File: src/sms_pkg.sv
// Shared types and constants for the stable merge sorter.
// No dependencies; sms_cmp and stable_merge_sorter_core in src import this package.
package sms_pkg;

  // Capacity of the element store and width of one element.
  localparam int unsigned ITEM_CNT   = 64;
  localparam int unsigned VALUE_BITS = 32;

  // Address, count (holds ITEM_CNT itself) and span (holds lo + 2*width) widths.
  localparam int unsigned ADDR_W = $clog2(ITEM_CNT);
  localparam int unsigned CNT_W  = ADDR_W + 1;
  localparam int unsigned SPAN_W = CNT_W + 1;

  typedef logic signed [VALUE_BITS-1:0] value_t;
  typedef logic [ADDR_W-1:0]            addr_t;
  typedef logic [CNT_W-1:0]             cnt_t;
  typedef logic [SPAN_W-1:0]            span_t;

  // Input request: one element, last marks the end of the set.
  typedef struct packed {
    value_t value;
    logic   last;
  } in_req_t;

  // Output request: one sorted element with its flags.
  typedef struct packed {
    value_t sorted_value;
    logic   final_res;
    logic   overflow;
  } out_req_t;

endpackage

File: src/sms_cmp.sv
// Shared signed compare unit used by every merge step.
// Depends on sms_pkg for the element type.
module sms_cmp (
  input  sms_pkg::value_t left_i,
  input  sms_pkg::value_t right_i,
  output logic            right_lt_o
);
  import sms_pkg::*;

  // True signed compare; ties report false so the left run wins and order stays stable.
  assign right_lt_o = (right_i < left_i);

endmodule

File: config.mk
export PLATFORM = sky130hd
export DESIGN_NAME = sms_cmp
export DESIGN_NICKNAME = d
export VERILOG_FILES = /design/src/sms_pkg.sv /design/src/sms_cmp.sv
export SDC_FILE = /design/constraint.sdc
export NUM_CORES = 1
export LEC_CHECK = 0
export BUFFER_PORTS_ARGS = -buffer_cell sky130_fd_sc_hd__buf_2
export CAP_MARGIN = 0
export CORE_MARGIN = 2
export CORE_UTILIZATION = 29
export DETAILED_ROUTE_END_ITERATION = 7
export SYNTH_ARGS = -nofsm -noshare
export SYNTH_HDL_FRONTEND = slang
export SYNTH_SLANG_ARGS = --single-unit
File: constraint.sdc
create_clock -name vclk -period 3.7
set_input_delay 0.185 -clock vclk [all_inputs]
set_output_delay 0.185 -clock vclk [all_outputs]
set_load 0.005 [all_outputs]
==> flow_summary.yaml <==
run_status:
  status: "finished clean"
drt:
  post-route-drc-count: 0
  via_per_inst: 4.53
  dr.pass1.iters: 2
  vias: 920
  first_iter_violations: 10
  antenna_left: 0
  drt_wl_total_microns: 1860
  wl_per_cell_microns: 9.16
layout:
  diodes: 0
  fin_nets: 270
  drive_above_1_share: 0.393
  areaGrowthSynthToFinish_pct: 46.0
  multi_input_area_sq_um: 673
  flops_and_latches: 0
  nClkBuffers: 0
  fillers: 272
  ff_latch_area_sq_um: 0
clock_network:
  postCtsHoldBufs: 0
  ctsResizeCount: 0
  cts_setup_buffers: 0
timing:
  rsz0062_at_grt: "false"
  period_share: 0.537
  tns_ns: 0
  hold_viol_final: 0
  relSlewSlack: 0.802
  worst_pin_slew_ns: 0.294
  period_needed_ns: 1.99
  setup_viol: 0
  slew_viol_final: 0
  max_freq_mhz: 503
setup_path:
  crit_chain: "buf_2 -> inv_1 -> ha_1 -> a21oi_1 -> a21boi_1 -> o21bai_1 -> a31oi_1 -> or4b_1 -> mux2i_1 -> buf_2"
  worstSetupPathType: "in2out"
  start_kind: "input port"
  crit_required_ns: 3.51
  critPathBufInv: 3
  critPathMostFrequentCell: "buf_2"
  cp_max_fo: 3
  crit_family: "simple AND/OR/NAND/NOR gates"
  cp-end-kind: "output pin"
  cp.arrival_ns: 1.80
  slowest_delay_ns: 0.49
  slowest_stage: "or4b_1"
synth:
  syn_area_sq_um: 790
  synth_cell_types: 23
  syn_inst: 108
  syn_avg_cell_area_sq_um: 7.31
  synth_fp_nets: 203
  synth.yosys.seq_area_share: 0
  yosys_warnings: 0
power:
  total_power_mw: 0.108
  switching_share: 0.440
  internal-power_mw: 0.0603
  power_density_nw_per_um2: 93.5
  vdd_drop_max_mv: 0.0411
  power_frac_comb: 1.000
  power_frac_seq: 0
  p_leak_nw: 0.766
  p_switching_mw: 0.0475
  clockPowerShare: 0
floorplan:
  dieArea_sq_um: 3160
  io_pins: 65
  start_util: 0.313
  die_w_microns: 56.2
  die_y_microns: 56.2
  rows: 18
  core_area_sq_um: 2520
global_routing:
  grt_pass1_wl_microns: 3200
  track_usage: 0.116
  antenna_found_initial: 0
  overflow: 0
  grt_pass1_vias: 862
  grt_max_degree: 5
placement:
  dp_hpwl_microns: 1850
  gp_congestion: 0.688
  port_buffers: 65
hold_path:
  hp-class: "in2out"
flow_run:
  max-cap-violations: 0
## layout make-up
class                           instances  area share
Multi-Input combinational cell         77       0.584
Timing Repair Buffer                   65       0.282
Inverter                               31       0.101
Tap cell                               30      0.0326
## power groups by stage
| stage | clock network (mW) | registers (mW) | logic [mW] |
|---|---|---|---|
| after floorplan | 0 | 0 | 0.0611 |
| after global placement | 0 | 0 | 0.104 |
| after detailed placement | 0 | 0 | 0.110 |
| after CTS | 0 | 0 | 0.111 |
| after global routing | 0 | 0 | 0.126 |
| final | 0 | 0 | 0.108 |
## kinds of logic after synthesis
kind of cell / after synthesis / synth area share
adders and majority gates: 31 / 0.491
buffers and inverters: 31 / 0.147
AOI/OAI and AO/OA: 23 / 0.197
and+or+nand+nor: 22 / 0.152
muxes: 1 / 0.0127
## placed cells by master (no fill, tap or decap)
cell,n
a211o_1,1
a211oi_2,1
a21boi_1,1
a21o_1,3
a21oi_1,8
a22o_1,1
a311oi_2,1
a31oi_1,2
and3_1,2
buf_2,65
ha_1,31
inv_1,31
mux2i_1,1
nand2_1,3
nand2b_1,1
nand3_1,6
nand4_1,5
nor2_1,2
nor2_2,1
nor3_1,1
o21ai_0,3
o21ai_1,1
o21bai_1,1
or4b_1,1
## path summary, 6_finish.rpt
check | start | end | slack [ns] | cells after the start
setup / recovery | left_i[22] | right_lt_o | 1.71 | 10
hold / removal | right_i[31] | right_lt_o | 0.78 | 4
## synth_stat cells (all sizes together) (2+ instances only)
| master | number | area share |
|---|---|---|
| a21o | 3 | 0.029 |
| a21oi | 8 | 0.051 |
| a31oi | 2 | 0.016 |
| and3 | 2 | 0.016 |
| ha | 31 | 0.49 |
| inv | 31 | 0.15 |
| nand2 | 3 | 0.014 |
| nand3 | 6 | 0.038 |
| nand4 | 5 | 0.040 |
| nor2 | 3 | 0.017 |
| o21ai | 4 | 0.025 |
## per-layer routing
metal,routed length [microns],part of all wire,global-route usage
met1,752,0.40,0.133
met4,0,0,0
met5,0,0,0
met3,126,0.068,0.00930
met2,981,0.53,0.240
## per-stage QoR
stage	hold slack, ns	utilization	setup WS (ns)	cells	instance area [sq um]
finish	0.780	0.457	1.71	203	1150
global route	0.827	0.457	1.56	203	1150
CTS	0.789	0.457	1.69	203	1150
detailed placement	0.789	0.457	1.70	203	1150
global placement	0.794	0.457	1.74	203	1150
floorplan	0.570	-	1.96	108	790
Note: power is estimated with default switching activity, not from simulation.
