--- config.mk ---
export PLATFORM = sky130hd
export DESIGN_NAME = sms_ram
export DESIGN_NICKNAME = d
export VERILOG_FILES = /design/src/sms_ram.sv
export SDC_FILE = /design/constraint.sdc
export NUM_CORES = 2
export LEC_CHECK = 0
export BUFFER_PORTS_ARGS = -buffer_cell sky130_fd_sc_hd__buf_2
export CORE_MARGIN = 4
export CORE_UTILIZATION = 50
export DETAILED_ROUTE_END_ITERATION = 7
export HOLD_SLACK_MARGIN = 0.08
export PLACE_DENSITY = 0.68
export SLEW_MARGIN = 20
export SYNTH_ARGS = -nofsm -noshare
export SYNTH_HDL_FRONTEND = slang
export SYNTH_SLANG_ARGS = --single-unit
export TNS_END_PERCENT = 1
--- constraint.sdc ---
create_clock -name clk_i -period 4.3 [get_ports clk_i]
set_input_delay 0.86 -clock clk_i [delete_from_list [all_inputs] [get_ports clk_i]]
set_output_delay 0.86 -clock clk_i [all_outputs]
set_load 0.01 [all_outputs]
--- src/sms_ram.sv ---
// Generic single-write, dual-read RAM with registered read data.
// No package dependencies; used for the element store and the merge scratch.
module sms_ram #(
  parameter int unsigned DEPTH = 64,
  parameter int unsigned WIDTH = 32,
  parameter int unsigned AW    = $clog2(DEPTH)
) (
  input  logic             clk_i,
  input  logic             we_i,
  input  logic [AW-1:0]    waddr_i,
  input  logic [WIDTH-1:0] wdata_i,
  input  logic [AW-1:0]    raddr_a_i,
  input  logic [AW-1:0]    raddr_b_i,
  output logic [WIDTH-1:0] rdata_a_o,
  output logic [WIDTH-1:0] rdata_b_o
);

  logic [WIDTH-1:0] mem_q [DEPTH];

  // Write port.
  always_ff @(posedge clk_i) begin
    if (we_i) begin
      mem_q[waddr_i] <= wdata_i;
    end
  end

  // Two registered read ports.
  always_ff @(posedge clk_i) begin
    rdata_a_o <= mem_q[raddr_a_i];
    rdata_b_o <= mem_q[raddr_b_i];
  end

endmodule

==> metrics.md <==
| Metric | Value |
|---|---|
| Wirelength, routed | 296600 um |
| Post-Route Utilization | 0.5709 |
| Placement-stage worst setup slack | 492.7 ps |
| Post-synth top area share | 0.6429 |
| Most common cell after layout, fill and taps aside | sky130_fd_sc_hd__edfxtp_1 |
| Overall power consumption | 45.44 mW |
| Number of enable-type register cells in the synthesized netlist | 2048 |
| Post-route setup TNS | 0 ps |
| Critical register-to-register path endpoint | rdata_b_o[15] |
| Max_cap viols | 0 |
| Total number of vias | 53007 |
| Fraction of the cycle the final worst path needs | 0.7002 |
| Count of cells resized by post-cts repair | 0 |
| Share of synthesized area occupied by flip-flops and latches | 0.6563 |
| Run status | completed |
| Ordered list of cells on the worst path | buf_8, buf_4, mux4_2, mux4_2, o22ai_1, a21oi_1 |
| IO Pins | 116 |
| Synth Flop Type | sky130_fd_sc_hd__edfxtp_1 |
| Min-delay worst type | in2reg |
| Setup Buffers After CTS | 0 |
| Category of the critical setup timing path | in2reg |
| Fin nets | 4728 |
| Num CTS Buffers | 208 |
| Crit path max fanout | 31 |
| Beginning of the worst hold path | wdata_i[17] |
| Final setup skew | 25.94 ps |
| Total routing resource utilization after global routing | 0.3009 |
| TritonCTS clock tree | yes |
| Final Critical Period | 3011 ps |
| Reg2Reg Launch Point | mem_q[24][15] |
| Top cell by count, worst path | sky130_fd_sc_hd__mux4_2 |
| Hold-fix buffers, CTS | 0 |
| Static Leak | 34.23 nW |
| Final worst-path setup slack | 1289 ps |
| DRC marker count from the first detailed-route iteration | 7446 |
| Worst Reg2Reg Path Length in Cells | 4 |
| Post-Syn Area | 95660 um^2 |
| Pin count of the biggest net entering global routing | 68 |
| Count of final hold-check violations | 0 |
| Remaining global-route overflow | 0 |
| DRC Markers | 0 |
| Final setup fails | 0 |
| Crit end category | flop |
| Maximum root-to-sink buffer count | 3 |
| Cells taking the most area after synthesis | sky130_fd_sc_hd__edfxtp_1, sky130_fd_sc_hd__mux4_2, sky130_fd_sc_hd__mux2i_1 |
| Antenna violations before repair | 29 |
| Final ANT Viol Nets | 0 |
| Top library cells by usage in the layout, fill and taps aside | sky130_fd_sc_hd__edfxtp_1, sky130_fd_sc_hd__mux4_2, sky130_fd_sc_hd__buf_4, sky130_fd_sc_hd__clkbuf_16, sky130_fd_sc_hd__mux2i_1 |
| Number of flip-flops and latches in the synthesized netlist | 2112 |
| Core region area | 190200 um^2 |
| Worst path required time | 4960 ps |
| Die outline width | 445.4 um |
| RSZ-0062 raised after global routing | false |
| Detailed placer's ending HPWL | 172300 um |
| Asr flop ratio synth | 0 |
| Clock insertion delay at the later pin of the skew report | 860 ps |
| Post-synthesis cell count | 4412 |
| Wire length per cell after detailed routing | 40.16 um |
| Achievable clock frequency | 0.3321 GHz |
| GP Congestion | 0.8401 |
| Average size of a mapped cell | 21.68 um^2 |
| Most area-hungry cell type in the Yosys netlist | sky130_fd_sc_hd__edfxtp_1 |
| Share of final-layout standard cells stronger than drive strength 1 | 0.4014 |
| Effective utilization at floorplan | 0.5030 |
| Endpoint, Worst Hold | mem_q[26][17] |
| Max VDD drop | 0.0003576 V |
| Post-Synthesis Net Count | 4464 |
| Number of clock sinks | 2112 |
| Largest incremental delay on the critical path | 780 ps |
| Die Y | 445.4 um |
| Pins over their slew limit | 0 |
| Worst hold stages | 1 |
| H-tree lvl count | 4 |
| Clock-pin slew reported for the worst setup and hold paths after clock tree synthesis | 60 ps |
| Transition time of the tightest slew-check pin | 1181 ps |
| Slowest library cell on the worst path | sky130_fd_sc_hd__o22ai_1 |
| CTS Root Cell | sky130_fd_sc_hd__clkbuf_16 |
| Critical path data arrival time | 3670 ps |
| Via count of the first global-routing pass | 53009 |
| Total Die Area | 198400 um^2 |
| Area growth from synthesis to layout | 13.50% |
| Slew HR | 0.2094 |
| Detail-routed via count per cell | 7.179 |
| DRT Pass-1 Iters | 6 |
| Worst setup startpoint | raddr_b_i[0] |
| Synth unique cells | 38 |
| Synth Warn # | 0 |
| Number of input and output port buffers inserted | 115 |
| Pwr Density | 418.5 nW/um^2 |
| Kind of start point of the critical path | primary input |
| Global-route wire length before repair | 415000 um |
| Slack of the worst reg-to-reg path | 1840 ps |
| Rows | 160 |
| Fillers | 13685 |
-- registers in the layout, indices dropped and copies added, names as in the netlist --
signal / count
rdata_b_o: 32
rdata_a_o: 32
mem_q: 2048
-- worst max-delay path by stage --
stage                          endpoint  slack [ps]  cells after the start
after floorplan            mem_q[48][0]         250                      4
after global placement    rdata_b_o[31]         530                      7
after detailed placement  rdata_b_o[31]         490                      7
after CTS                 rdata_b_o[31]        1430                      7
after global routing      rdata_b_o[15]        1190                      6
final                     rdata_b_o[15]        1290                      6
-- metrics by stage --
step / area (um^2) / instances / hold slack (ps)
2_1_floorplan: 95660 / 4412 / 780.5
3_3_place_gp: 101400 / 6974 / 838.8
3_5_place_dp: 101400 / 6974 / 839.9
4_1_cts: 108400 / 7363 / 376.8
5_1_grt: 108500 / 7372 / 404.1
6_report: 108600 / 7384 / 429.0
-- worst max-delay path: cells and delay by family --
kind | cells | cell delay, ps
buffers and inverters | 2 | 790
multiplexers | 2 | 1040
AO/OA/AOI/OAI | 2 | 920
-- Yosys cell counts, drive strengths merged (8+ instances only) --
library cell and instances:
edfxtp 2048, mux4 1124, buf 212, mux2i 204
clkbuf 135, nor2 94, nand2 93, a22oi 85
dfxtp 64, a21oi 58, o22ai 56, o21ai 49
mux2 36, o211ai 27, nor2b 19, o221ai 16
a211oi 15, a221oi 13, a32oi 9, nand3 9
o32a 9, nand2b 8
-- logic make-up (layout without fill, tap and decap cells) --
logic type | count (synthesis) | after routing | share of synthesized area
other cells | 0 | 18 | 0
mux | 1364 | 1364 | 0.2902
buf+inv | 348 | 791 | 0.01826
simple gates | 248 | 248 | 0.01133
flops | 2112 | 2112 | 0.6563
compound gates | 340 | 340 | 0.02392
-- where the power goes --
part / switching (mW) / internal [mW] / leakage [nW]
Combinational: 2.19 / 1.60 / 11.9
Sequential: 0.178 / 22.8 / 19.0
Clock: 7.80 / 10.9 / 3.41
Total: 10.2 / 35.3 / 34.2
-- cell type report --
type | instances | area, um^2 | area share
clock inverters | 128 | 1333 | 0.01227
well taps | 2511 | 3142 | 0.02894
clock buffers | 261 | 5653 | 0.05206
repair buffers | 401 | 3974 | 0.03660
multi-input cells | 1952 | 31650 | 0.2915
inverters | 1 | 3.754 | 0.00003457
flip-flops and latches | 2112 | 62780 | 0.5782
diodes | 18 | 45.04 | 0.0004148
-- metal layers --
metal,vias up,part of all wire,track usage
li1,20093,-,-
met1,28634,0.37,0.4249
met2,3629,0.46,0.4482
met3,639,0.13,0.08499
met4,12,0.047,0.1215
met5,-,0.00028,0
Power figures use the tool's default switching activity.
